File: src/rtl/sqlsb_pkg.sv
`timescale 1ns / 1ps
`default_nettype none
package sqlsb_pkg;

    localparam int unsigned OFS_W = 25;
    localparam logic [OFS_W-1:0] MAX_TEXT = 25'd16777216;

    localparam logic [15:0] CH_SEMI   = 16'h003B;
    localparam logic [15:0] CH_DOLLAR = 16'h0024;
    localparam logic [15:0] CH_DASH   = 16'h002D;
    localparam logic [15:0] CH_SLASH  = 16'h002F;
    localparam logic [15:0] CH_STAR   = 16'h002A;
    localparam logic [15:0] CH_QUOTE  = 16'h0027;
    localparam logic [15:0] CH_LF     = 16'h000A;

    // lexical mode codes
    localparam logic [2:0] M_NORMAL = 3'd0;
    localparam logic [2:0] M_LINE   = 3'd1;
    localparam logic [2:0] M_BLOCK  = 3'd2;
    localparam logic [2:0] M_SQUOTE = 3'd3;
    localparam logic [2:0] M_DOLLAR = 3'd4;

    typedef struct packed {
        logic [OFS_W-1:0] seg_start;
        logic [OFS_W-1:0] seg_end;
        logic [OFS_W-1:0] text_start;
        logic [OFS_W-1:0] text_end;
        logic             seg_empty;
        logic             final_segment;
        logic             tag_overflow;
    } t_result;

    function automatic logic is_word(input logic [15:0] c);
        is_word = (c >= 16'h0061 && c <= 16'h007A) || (c >= 16'h0041 && c <= 16'h005A) ||
                  (c >= 16'h0030 && c <= 16'h0039) || (c == 16'h005F);
    endfunction

    function automatic logic is_space(input logic [15:0] c);
        is_space = (c == 16'h0020) || (c >= 16'h0009 && c <= 16'h000D);
    endfunction

endpackage
`default_nettype wire

File: src/rtl/sqlsb_if.sv
`timescale 1ns / 1ps
`default_nettype none
interface sqlsb_in_if;
    logic        valid;
    logic        ready;
    logic [15:0] ch;
    logic        last_char;
    modport source (output valid, ch, last_char, input ready);
    modport sink (input valid, ch, last_char, output ready);
endinterface

interface sqlsb_out_if;
    logic        valid;
    logic        ready;
    logic [24:0] seg_start;
    logic [24:0] seg_end;
    logic [24:0] text_start;
    logic [24:0] text_end;
    logic        seg_empty;
    logic        final_segment;
    logic        tag_overflow;
    modport source (output valid, seg_start, seg_end, text_start, text_end, seg_empty,
                    final_segment, tag_overflow, input ready);
    modport sink (input valid, seg_start, seg_end, text_start, text_end, seg_empty,
                  final_segment, tag_overflow, output ready);
endinterface
`default_nettype wire

File: src/rtl/sqlsb_ram.sv
`timescale 1ns / 1ps
`default_nettype none
module sqlsb_ram #(
    parameter int unsigned WIDTH = 16,
    parameter int unsigned DEPTH = 64
) (
    input  wire                     i_clk,
    input  wire                     i_we,
    input  wire [$clog2(DEPTH)-1:0] i_waddr,
    input  wire [WIDTH-1:0]         i_wdata,
    input  wire [$clog2(DEPTH)-1:0] i_raddr,
    output logic [WIDTH-1:0]        o_rdata
);
    logic [WIDTH-1:0] r_mem [DEPTH];

    always_ff @(posedge i_clk) begin
        if (i_we) begin
            r_mem[i_waddr] <= i_wdata;
        end
        o_rdata <= r_mem[i_raddr];
    end
endmodule
`default_nettype wire

File: src/rtl/sql_statement_boundary_scanner.sv
`timescale 1ns / 1ps
`default_nettype none
// sql statement boundary scanner: takes one utf-16 code unit per cycle and splits the text
// into segments at semicolons outside comments, quoted strings and dollar-quoted bodies.
// every character is taken back to back; the tag compare reads the open tag from a banked
// ram whose address is issued in the cycle before from the next candidate length, so there
// is no stall for it. a character yields up to two segment transactions (one for
// a semicolon, one final at last_char); they queue in a four-entry output fifo and input
// ready drops only while fewer than two fifo slots are free. open tag and candidate share
// one ram in two banks; opening a dollar quote swaps the bank roles instead of copying.
// no clearing pass is needed after reset. offsets saturate at 2**24.
module sql_statement_boundary_scanner
    import sqlsb_pkg::*;
#(
    parameter int unsigned MAX_TAG = 32
) (
    input  wire         i_clk,
    input  wire         i_rst_n,
    sqlsb_in_if.sink    i_in,
    sqlsb_out_if.source o_out
);
    localparam int unsigned LW = $clog2(MAX_TAG + 1);
    localparam int unsigned IW = (MAX_TAG > 1) ? $clog2(MAX_TAG) : 1;
    localparam int unsigned AW = IW + 1;
    localparam logic [LW-1:0] TAG_MAX = LW'(MAX_TAG);
    localparam int unsigned FD = 4;

    // lexer state
    logic [2:0]       r_mode, n_mode;
    logic [15:0]      r_held, n_held;
    logic             r_held_valid, n_held_valid;
    logic [LW-1:0]    r_otl, n_otl;
    logic [LW-1:0]    r_len, n_len;
    logic             r_active, n_active;
    logic             r_match, n_match;
    logic             r_bank, n_bank;
    logic [OFS_W-1:0] r_pos, n_pos;
    logic [OFS_W-1:0] r_sos, n_sos;
    logic [OFS_W-1:0] r_fns, n_fns;
    logic [OFS_W-1:0] r_lne, n_lne;
    logic             r_seen, n_seen;
    logic             r_ovf, n_ovf;

    // output fifo
    t_result    r_fifo [FD];
    logic [1:0] r_wp, r_rp;
    logic [2:0] r_count;

    logic        acc, semi, push_fin;
    logic        wr_en;
    logic [15:0] rd_data;
    t_result     res_a, res_b;

    assign acc = i_in.valid && i_in.ready;

    // open tag bank is r_bank, candidate chars go to the other bank
    sqlsb_ram #(.WIDTH(16), .DEPTH(2 ** AW)) u_tag_ram (
        .i_clk   (i_clk),
        .i_we    (wr_en),
        .i_waddr ({~r_bank, r_len[IW-1:0]}),
        .i_wdata (i_in.ch),
        .i_raddr ({n_bank, n_len[IW-1:0]}),
        .o_rdata (rd_data)
    );

    always_comb begin
        logic [15:0]      c;
        logic [2:0]       m;
        logic             skip, handled, needs;
        logic [OFS_W-1:0] pos_new, fns1, lne1;
        logic             seen1, ovf1, seen2, ovf2;
        logic [OFS_W-1:0] sos2;

        c = i_in.ch;
        n_mode = r_mode; n_held = r_held; n_held_valid = r_held_valid;
        n_otl = r_otl; n_len = r_len; n_active = r_active; n_match = r_match;
        n_bank = r_bank; n_pos = r_pos; n_sos = r_sos; n_fns = r_fns; n_lne = r_lne;
        n_seen = r_seen; n_ovf = r_ovf;
        wr_en = 1'b0; semi = 1'b0; push_fin = 1'b0;
        m = r_mode; skip = 1'b0; handled = 1'b0; needs = 1'b0;
        pos_new = (r_pos < MAX_TEXT) ? r_pos + 1'b1 : r_pos;
        fns1 = r_fns; lne1 = r_lne; seen1 = r_seen; ovf1 = r_ovf;
        seen2 = r_seen; ovf2 = r_ovf; sos2 = r_sos;
        res_a = '0; res_b = '0;

        if (acc) begin
            n_pos = pos_new;
            if (!is_space(c)) begin
                if (!r_seen) fns1 = r_pos;
                lne1 = pos_new;
                seen1 = 1'b1;
            end

            // resolve the held character now that its successor is known
            if (r_held_valid) begin
                n_held_valid = 1'b0;
                case (r_mode)
                    M_NORMAL: begin
                        if (r_held == CH_DASH && c == CH_DASH) m = M_LINE;
                        else if (r_held == CH_SLASH && c == CH_STAR) m = M_BLOCK;
                    end
                    M_BLOCK: begin
                        if (r_held == CH_STAR && c == CH_SLASH) begin
                            skip = 1'b1;
                            m = M_NORMAL;
                        end
                    end
                    M_SQUOTE: begin
                        if (r_held == CH_QUOTE) begin
                            if (c == CH_QUOTE) skip = 1'b1;
                            else m = M_NORMAL;
                        end
                    end
                    default: ;
                endcase
            end

            if (!skip) begin
                // dollar tag candidate
                if (r_active) begin
                    if (is_word(c)) begin
                        handled = 1'b1;
                        if (r_len >= TAG_MAX) begin
                            ovf1 = 1'b1;
                            n_active = 1'b0;
                        end else begin
                            wr_en = 1'b1;
                            if (!(r_len < r_otl && rd_data == c)) n_match = 1'b0;
                            n_len = r_len + 1'b1;
                        end
                    end else begin
                        n_active = 1'b0;
                        if (c == CH_DOLLAR) begin
                            if (m == M_DOLLAR) begin
                                if (r_match && r_len == r_otl) begin
                                    m = M_NORMAL;
                                    n_otl = '0;
                                    handled = 1'b1;
                                end
                            end else if (m == M_NORMAL) begin
                                n_otl = r_len;
                                n_bank = ~r_bank;
                                m = M_DOLLAR;
                                handled = 1'b1;
                            end
                        end
                    end
                end

                if (!handled) begin
                    needs = (m == M_NORMAL && (c == CH_DASH || c == CH_SLASH)) ||
                            (m == M_BLOCK && c == CH_STAR) ||
                            (m == M_SQUOTE && c == CH_QUOTE);
                    if (!i_in.last_char && needs) begin
                        n_held = c;
                        n_held_valid = 1'b1;
                    end else begin
                        case (m)
                            M_LINE:   if (c == CH_LF) m = M_NORMAL;
                            M_BLOCK:  ;
                            M_SQUOTE: if (c == CH_QUOTE) m = M_NORMAL;
                            M_DOLLAR: begin
                                if (c == CH_DOLLAR) begin
                                    n_active = 1'b1; n_len = '0; n_match = 1'b1;
                                end
                            end
                            default: begin
                                m = M_NORMAL;
                                if (c == CH_DOLLAR) begin
                                    n_active = 1'b1; n_len = '0; n_match = 1'b1;
                                end else if (c == CH_QUOTE) begin
                                    m = M_SQUOTE;
                                end else if (c == CH_SEMI) begin
                                    semi = 1'b1;
                                end
                            end
                        endcase
                    end
                end
            end
            n_mode = m;

            // segment closed by a semicolon
            res_a.seg_start     = r_sos;
            res_a.seg_end       = pos_new;
            res_a.text_start    = seen1 ? fns1 : r_sos;
            res_a.text_end      = seen1 ? lne1 : r_sos;
            res_a.seg_empty     = ~seen1;
            res_a.final_segment = 1'b0;
            res_a.tag_overflow  = ovf1;
            if (semi) begin
                sos2 = pos_new; seen2 = 1'b0; ovf2 = 1'b0;
            end else begin
                seen2 = seen1; ovf2 = ovf1;
            end
            // trailing segment at end of text
            res_b.seg_start     = sos2;
            res_b.seg_end       = pos_new;
            res_b.text_start    = seen2 ? fns1 : sos2;
            res_b.text_end      = seen2 ? lne1 : sos2;
            res_b.seg_empty     = ~seen2;
            res_b.final_segment = 1'b1;
            res_b.tag_overflow  = ovf2;

            n_sos = sos2; n_seen = seen2; n_ovf = ovf2; n_fns = fns1; n_lne = lne1;

            if (i_in.last_char) begin
                push_fin = 1'b1;
                n_mode = M_NORMAL; n_held = '0; n_held_valid = 1'b0;
                n_otl = '0; n_len = '0; n_active = 1'b0; n_match = 1'b1;
                n_pos = '0; n_sos = '0; n_fns = '0; n_lne = '0;
                n_seen = 1'b0; n_ovf = 1'b0;
            end
        end
    end

    always_ff @(posedge i_clk) begin
        if (!i_rst_n) begin
            r_mode <= M_NORMAL; r_held <= '0; r_held_valid <= 1'b0;
            r_otl <= '0; r_len <= '0; r_active <= 1'b0; r_match <= 1'b1;
            r_bank <= 1'b0; r_pos <= '0; r_sos <= '0; r_fns <= '0; r_lne <= '0;
            r_seen <= 1'b0; r_ovf <= 1'b0;
        end else begin
            r_mode <= n_mode; r_held <= n_held; r_held_valid <= n_held_valid;
            r_otl <= n_otl; r_len <= n_len; r_active <= n_active; r_match <= n_match;
            r_bank <= n_bank; r_pos <= n_pos; r_sos <= n_sos; r_fns <= n_fns;
            r_lne <= n_lne; r_seen <= n_seen; r_ovf <= n_ovf;
        end
    end

    // output fifo: up to two pushes and one pop per cycle
    logic       pop;
    logic [1:0] n_push;
    assign pop    = o_out.valid && o_out.ready;
    assign n_push = {1'b0, semi} + {1'b0, push_fin};

    always_ff @(posedge i_clk) begin
        if (semi) begin
            r_fifo[r_wp] <= res_a;
        end else if (push_fin) begin
            r_fifo[r_wp] <= res_b;
        end
        if (semi && push_fin) begin
            r_fifo[r_wp + 2'd1] <= res_b;
        end
    end

    always_ff @(posedge i_clk) begin
        if (!i_rst_n) begin
            r_wp <= '0; r_rp <= '0; r_count <= '0;
        end else begin
            r_wp <= r_wp + n_push;
            if (pop) r_rp <= r_rp + 2'd1;
            r_count <= r_count + {1'b0, n_push} - {2'b0, pop};
        end
    end

    assign i_in.ready          = (r_count <= 3'(FD - 2));
    assign o_out.valid         = (r_count != 3'd0);
    assign o_out.seg_start     = r_fifo[r_rp].seg_start;
    assign o_out.seg_end       = r_fifo[r_rp].seg_end;
    assign o_out.text_start    = r_fifo[r_rp].text_start;
    assign o_out.text_end      = r_fifo[r_rp].text_end;
    assign o_out.seg_empty     = r_fifo[r_rp].seg_empty;
    assign o_out.final_segment = r_fifo[r_rp].final_segment;
    assign o_out.tag_overflow  = r_fifo[r_rp].tag_overflow;

    // fifo never overfills
    a_fifo_bound: assert property (@(posedge i_clk) disable iff (!i_rst_n)
        r_count <= 3'(FD)) else $error("output fifo overflow");

    // candidate and open tag lengths stay within the tag store
    a_len_bound: assert property (@(posedge i_clk) disable iff (!i_rst_n)
        (r_len <= TAG_MAX) && (r_otl <= TAG_MAX)) else $error("tag length out of range");

    // end of text returns the scanner to its start state
    a_last_resets: assert property (@(posedge i_clk) disable iff (!i_rst_n)
        (acc && i_in.last_char) |=> (r_pos == '0 && r_mode == M_NORMAL && !r_held_valid))
        else $error("scanner not reset after last character");

    // a held character only ever waits in a mode that holds lookahead
    a_held_mode: assert property (@(posedge i_clk) disable iff (!i_rst_n)
        r_held_valid |-> (r_mode == M_NORMAL || r_mode == M_BLOCK || r_mode == M_SQUOTE))
        else $error("held character in wrong mode");
endmodule
`default_nettype wire

File: src/flat_wrapper.sv
// flat-port wrapper written by rule: the top's interface ports become plain ports
module sql_statement_boundary_scanner_flat import sqlsb_pkg::*;
#(
    parameter int unsigned MAX_TAG = 32
)
  (i_clk, i_rst_n, i_in_valid, i_in_ch, i_in_last_char, i_in_ready, o_out_valid, o_out_seg_start, o_out_seg_end, o_out_text_start, o_out_text_end, o_out_seg_empty, o_out_final_segment, o_out_tag_overflow, o_out_ready);
  sqlsb_in_if i_in_i ();
  sqlsb_out_if o_out_i ();
  input  wire i_clk;
  input  wire i_rst_n;
  input wire logic [$bits(i_in_i.valid)-1:0] i_in_valid;
  input wire logic [$bits(i_in_i.ch)-1:0] i_in_ch;
  input wire logic [$bits(i_in_i.last_char)-1:0] i_in_last_char;
  output wire logic [$bits(i_in_i.ready)-1:0] i_in_ready;
  output wire logic [$bits(o_out_i.valid)-1:0] o_out_valid;
  output wire logic [$bits(o_out_i.seg_start)-1:0] o_out_seg_start;
  output wire logic [$bits(o_out_i.seg_end)-1:0] o_out_seg_end;
  output wire logic [$bits(o_out_i.text_start)-1:0] o_out_text_start;
  output wire logic [$bits(o_out_i.text_end)-1:0] o_out_text_end;
  output wire logic [$bits(o_out_i.seg_empty)-1:0] o_out_seg_empty;
  output wire logic [$bits(o_out_i.final_segment)-1:0] o_out_final_segment;
  output wire logic [$bits(o_out_i.tag_overflow)-1:0] o_out_tag_overflow;
  input wire logic [$bits(o_out_i.ready)-1:0] o_out_ready;
  assign i_in_i.valid = i_in_valid;
  assign i_in_i.ch = i_in_ch;
  assign i_in_i.last_char = i_in_last_char;
  assign i_in_ready = i_in_i.ready;
  assign o_out_valid = o_out_i.valid;
  assign o_out_seg_start = o_out_i.seg_start;
  assign o_out_seg_end = o_out_i.seg_end;
  assign o_out_text_start = o_out_i.text_start;
  assign o_out_text_end = o_out_i.text_end;
  assign o_out_seg_empty = o_out_i.seg_empty;
  assign o_out_final_segment = o_out_i.final_segment;
  assign o_out_tag_overflow = o_out_i.tag_overflow;
  assign o_out_i.ready = o_out_ready;
  sql_statement_boundary_scanner #(.MAX_TAG(MAX_TAG)) u_core (.i_clk(i_clk), .i_rst_n(i_rst_n), .i_in(i_in_i), .o_out(o_out_i));
endmodule
File: config.mk
export PLATFORM = sky130hd
export DESIGN_NAME = sql_statement_boundary_scanner_flat
export DESIGN_NICKNAME = d
export VERILOG_FILES = /design/src/rtl/sqlsb_pkg.sv /design/src/rtl/sqlsb_if.sv /design/src/rtl/sqlsb_ram.sv /design/src/rtl/sql_statement_boundary_scanner.sv /design/src/flat_wrapper.sv
export SDC_FILE = /design/constraint.sdc
export NUM_CORES = 2
export LEC_CHECK = 0
export ABC_AREA = 0
export BUFFER_PORTS_ARGS = -buffer_cell sky130_fd_sc_hd__buf_4
export CELL_PAD_IN_SITES_DETAIL_PLACEMENT = 1
export CELL_PAD_IN_SITES_GLOBAL_PLACEMENT = 1
export CORE_ASPECT_RATIO = 0.75
export CORE_MARGIN = 1
export CORE_UTILIZATION = 56
export CTS_BUF_LIST = sky130_fd_sc_hd__clkbuf_2 sky130_fd_sc_hd__clkbuf_4 sky130_fd_sc_hd__clkbuf_8
export CTS_CLUSTER_SIZE = 28
export DETAILED_ROUTE_END_ITERATION = 6
export PLACE_DENSITY_LB_ADDON = 0.1
export SYNTH_ARGS = -nofsm -noshare
export SYNTH_HDL_FRONTEND = slang
export SYNTH_HIERARCHICAL = 1
export SYNTH_SLANG_ARGS = --single-unit
File: constraint.sdc
create_clock -name i_clk -period 14.8 [get_ports i_clk]
set_input_delay 0.74 -clock i_clk [delete_from_list [all_inputs] [get_ports i_clk]]
set_output_delay 0.74 -clock i_clk [all_outputs]
set_load 0.01 [all_outputs]
==> key figures <==
Outcome
  • Status: finished clean

Layout
  • Most common cell after layout, fill and taps aside: edfxtp_1
  • Post-route cell area: 73700 sq um
  • Most frequent cells in the layout: edfxtp_1 (1436), mux4_2 (324), nor2_1 (268)
  • Area Overhead vs Synth: 11.6%
  • Nets: 4211
  • Layout cells sized above 1: 24.0%

Route
  • Routed WL: 191000 um
  • First-pass DRT Iterations: 6
  • DR DRC count: 0
  • Detail Route Antenna Nets: 0
  • 1st-iter DRT viols: 4753
  • Routed WL per cell: 32.2 um
  • Routed vias/inst: 6.58
  • Via Count: 38982

Clock tree
  • CTS tree: yes
  • Htree depth: 4
  • Clock Tree Root: clkbuf_8
  • Sink Count: 1598
  • Post-CTS setup buffer count: 0
  • CTS Buffer Depth: 3
  • # resized after CTS: 0
  • Worst-path clk slew: 0.06 ns
  • Clk_lat worst skew: 0.96 ns
  • CTS Buf Count: 233
  • Hold Buf Count CTS: 0

Timing
  • RSZ-0062 raised after global routing: no
  • Post-Route Setup TNS: 0 ns
  • Worst-Margin Slew: 1.33 ns
  • Peak Freq: 151 MHz
  • Max-slew violation count: 0
  • Slew margin rel.: 11.1%
  • Period utilization: 44.8%
  • Final Hold Vio Count: 0
  • Setup violations, final: 0
  • Final min period: 6.64 ns
  • Skew final: 0.0393 ns

Power and ir drop
  • Worst vdd ir: 0.000102 V
  • PD cells: 131 nW/um^2
  • Lkg Pwr: 23.1 nW

Critical path
  • Worst path slowest cell: buf_4
  • Worst path buffer plus inverter count: 4
  • Worst EP required: 15.57 ns
  • Delay-heaviest family, CP: buffers and inverters
  • Worst path max stage delay: 0.81 ns
  • Ordered cell list for the critical path: buf_4 > or4_1 > nor4_4 > and3_1 > o21bai_1 > o21ai_0 > nor4_1 > or2_2 > o21ai_4 > buf_4 > buf_4 > buf_4 > mux4_2 > nor2b_1 > a211o_1 > a31oi_1 > a311oi_1
  • Most used cell along the critical path: buf_4
  • CP Class: input pin to flip-flop
  • Crit. End Element: flip-flop
  • CP arrival: 7.41 ns
  • Worst setup SP type: input pin
  • CP Max Fanout: 67

Place
  • Gpl congestion: 0.844
  • Post-DP HPWL: 117000 um
  • Cell area after placement: 68900 sq um
  • IO buf count: 125

Yosys
  • Async SR Flop Fraction: 0%
  • Post-synthesis sequential area ratio: 70.2%
  • Synthesis Warnings: 6
  • Synthesized area: 66000 sq um
  • Synth Flop Type: edfxtp_1
  • Largest family of logic cells by synthesized area: multiplexers
  • Syn Inst Count: 3950
  • Number of library cell types mapped by synthesis: 81
  • Synth Register Bits: 1598
  • Post-Synth XOR/XNOR Area: 0.623%
  • Synthesized-area fraction occupied by and/or/nand/nor cells: 5.73%
  • Multiplexer area fraction after synthesis: 14.3%
  • Adder-cell share of the synthesized area: 0.333%
  • Synth Area in Compound Gates: 6.45%
  • Net Count, Synth: 3988
  • EDFF count, synth: 1436
  • Syn Area/Cell: 16.7 sq um

Run
  • Max Cap Viol: 0

Global route
  • Vias in the first global route: 39718
  • Largest net degree at the start of global routing: 157
  • Initial antenna violation count: 6
  • Overall Global Routing Usage: 32.3%
  • First-pass GRT wire length: 275000 um
  • Gr ovfl total: 0

Floorplanning
  • Num ports: 126
  • Die Ht: 299 um
  • Die ar.: 119000 sq um
  • Core area: 116000 sq um
  • Die X: 399 um
  • # rows: 108
  • Initial core utilization: 56.8%

Hold path
  • Hold WC Path Type: input pin to flip-flop
[cell type report]
cell class / instances / area [sq um]
antenna: 4 / 10.0
timing repair buffer: 268 / 2060
clock buffer: 347 / 4180
tap: 1540 / 1930
sequential: 1598 / 46400
inverter: 54 / 205
fill: 10244 / 42600
clock inverter: 91 / 601
multi-input combinational: 2018 / 18300
[cells by family after synthesis]
family,after synthesis
compound gates,620
xor+xnor,47
fa+ha+maj,17
buf+inv,334
flops,1598
mux,532
simple gates,802
[routing by layer]
layer  part of all wire [%]  vias to the layer above  track usage (%)
met5                 0.0058                        -                0
met4                    2.1                        2             9.29
met3                     13                      254             11.6
met2                     42                     2006             44.0
met1                     43                    20472             49.1
li1                       -                    16248                -
[through the flow]
step | total power [W] | utilization [%] | hold slack [ns] | setup slack [ns] | instances
3_5_place_dp | 0.00612 | 59.2 | 0.450 | 7.30 | 5478
5_1_grt | 0.00992 | 63.3 | 0.0761 | 7.81 | 5918
6_report | 0.00964 | 63.3 | 0.0936 | 8.16 | 5920
2_1_floorplan | 0.00567 | - | 0.418 | 3.51 | 3950
3_3_place_gp | 0.00609 | 59.2 | 0.432 | 7.45 | 5478
4_1_cts | 0.00971 | 63.3 | 0.0132 | 8.37 | 5916
[final timing paths]
path              slack [ns]  depth (start not counted)                            from                                       end
setup / recovery        8.16                         17                      i_in_ch[9]       u_core/u_tag_ram/o_rdata[1]$_DFF_P_
setup reg to reg        8.31                         16   u_core/r_mode[2]$_SDFFE_PN0P_       u_core/u_tag_ram/o_rdata[1]$_DFF_P_
hold / removal          0.09                          1                     i_in_ch[12]  u_core/u_tag_ram/r_mem[13][12]$_DFFE_PP_
hold reg to reg         0.47                          1  u_core/r_held[12]$_SDFFE_PN0P_            u_core/r_held[12]$_SDFFE_PN0P_
[registers in the layout, summed over array words and instances (netlist names), 2 cells and up, named ones only]
register / cells
u_core/r_fns: 25
u_core/r_pos: 25
u_core/r_lne: 25
u_core/r_count: 3
u_core/r_held: 16
u_core/u_tag_ram/r_mem: 1024
u_core/r_rp: 2
u_core/u_tag_ram/o_rdata: 16
u_core/r_wp: 2
u_core/r_sos: 25
u_core/r_fifo: 412
u_core/r_otl: 6
u_core/r_mode: 3
u_core/r_len: 6
[cell usage after synthesis, drive strengths merged, types with 53 or more instances]
library cell | count | area, sq um
a211oi | 139 | 1060
a22oi | 158 | 1190
buf | 93 | 667
clkbuf | 187 | 702
dfxtp | 162 | 3240
edfxtp | 1436 | 43100
inv | 53 | 199
mux2i | 194 | 1940
mux4 | 326 | 7350
nand2 | 216 | 813
nand3 | 114 | 571
nor2 | 274 | 1050
o21ai | 177 | 886
[report_power, final]
part	switching (W)	leakage [nW]	total [W]	internal, W
Clock	0.00172	2.54	0.00363	0.00191
Combinational	0.000564	6.10	0.000943	0.000379
Sequential	0.0000700	14.5	0.00507	0.00500
Note: power is estimated with default switching activity, not from simulation.
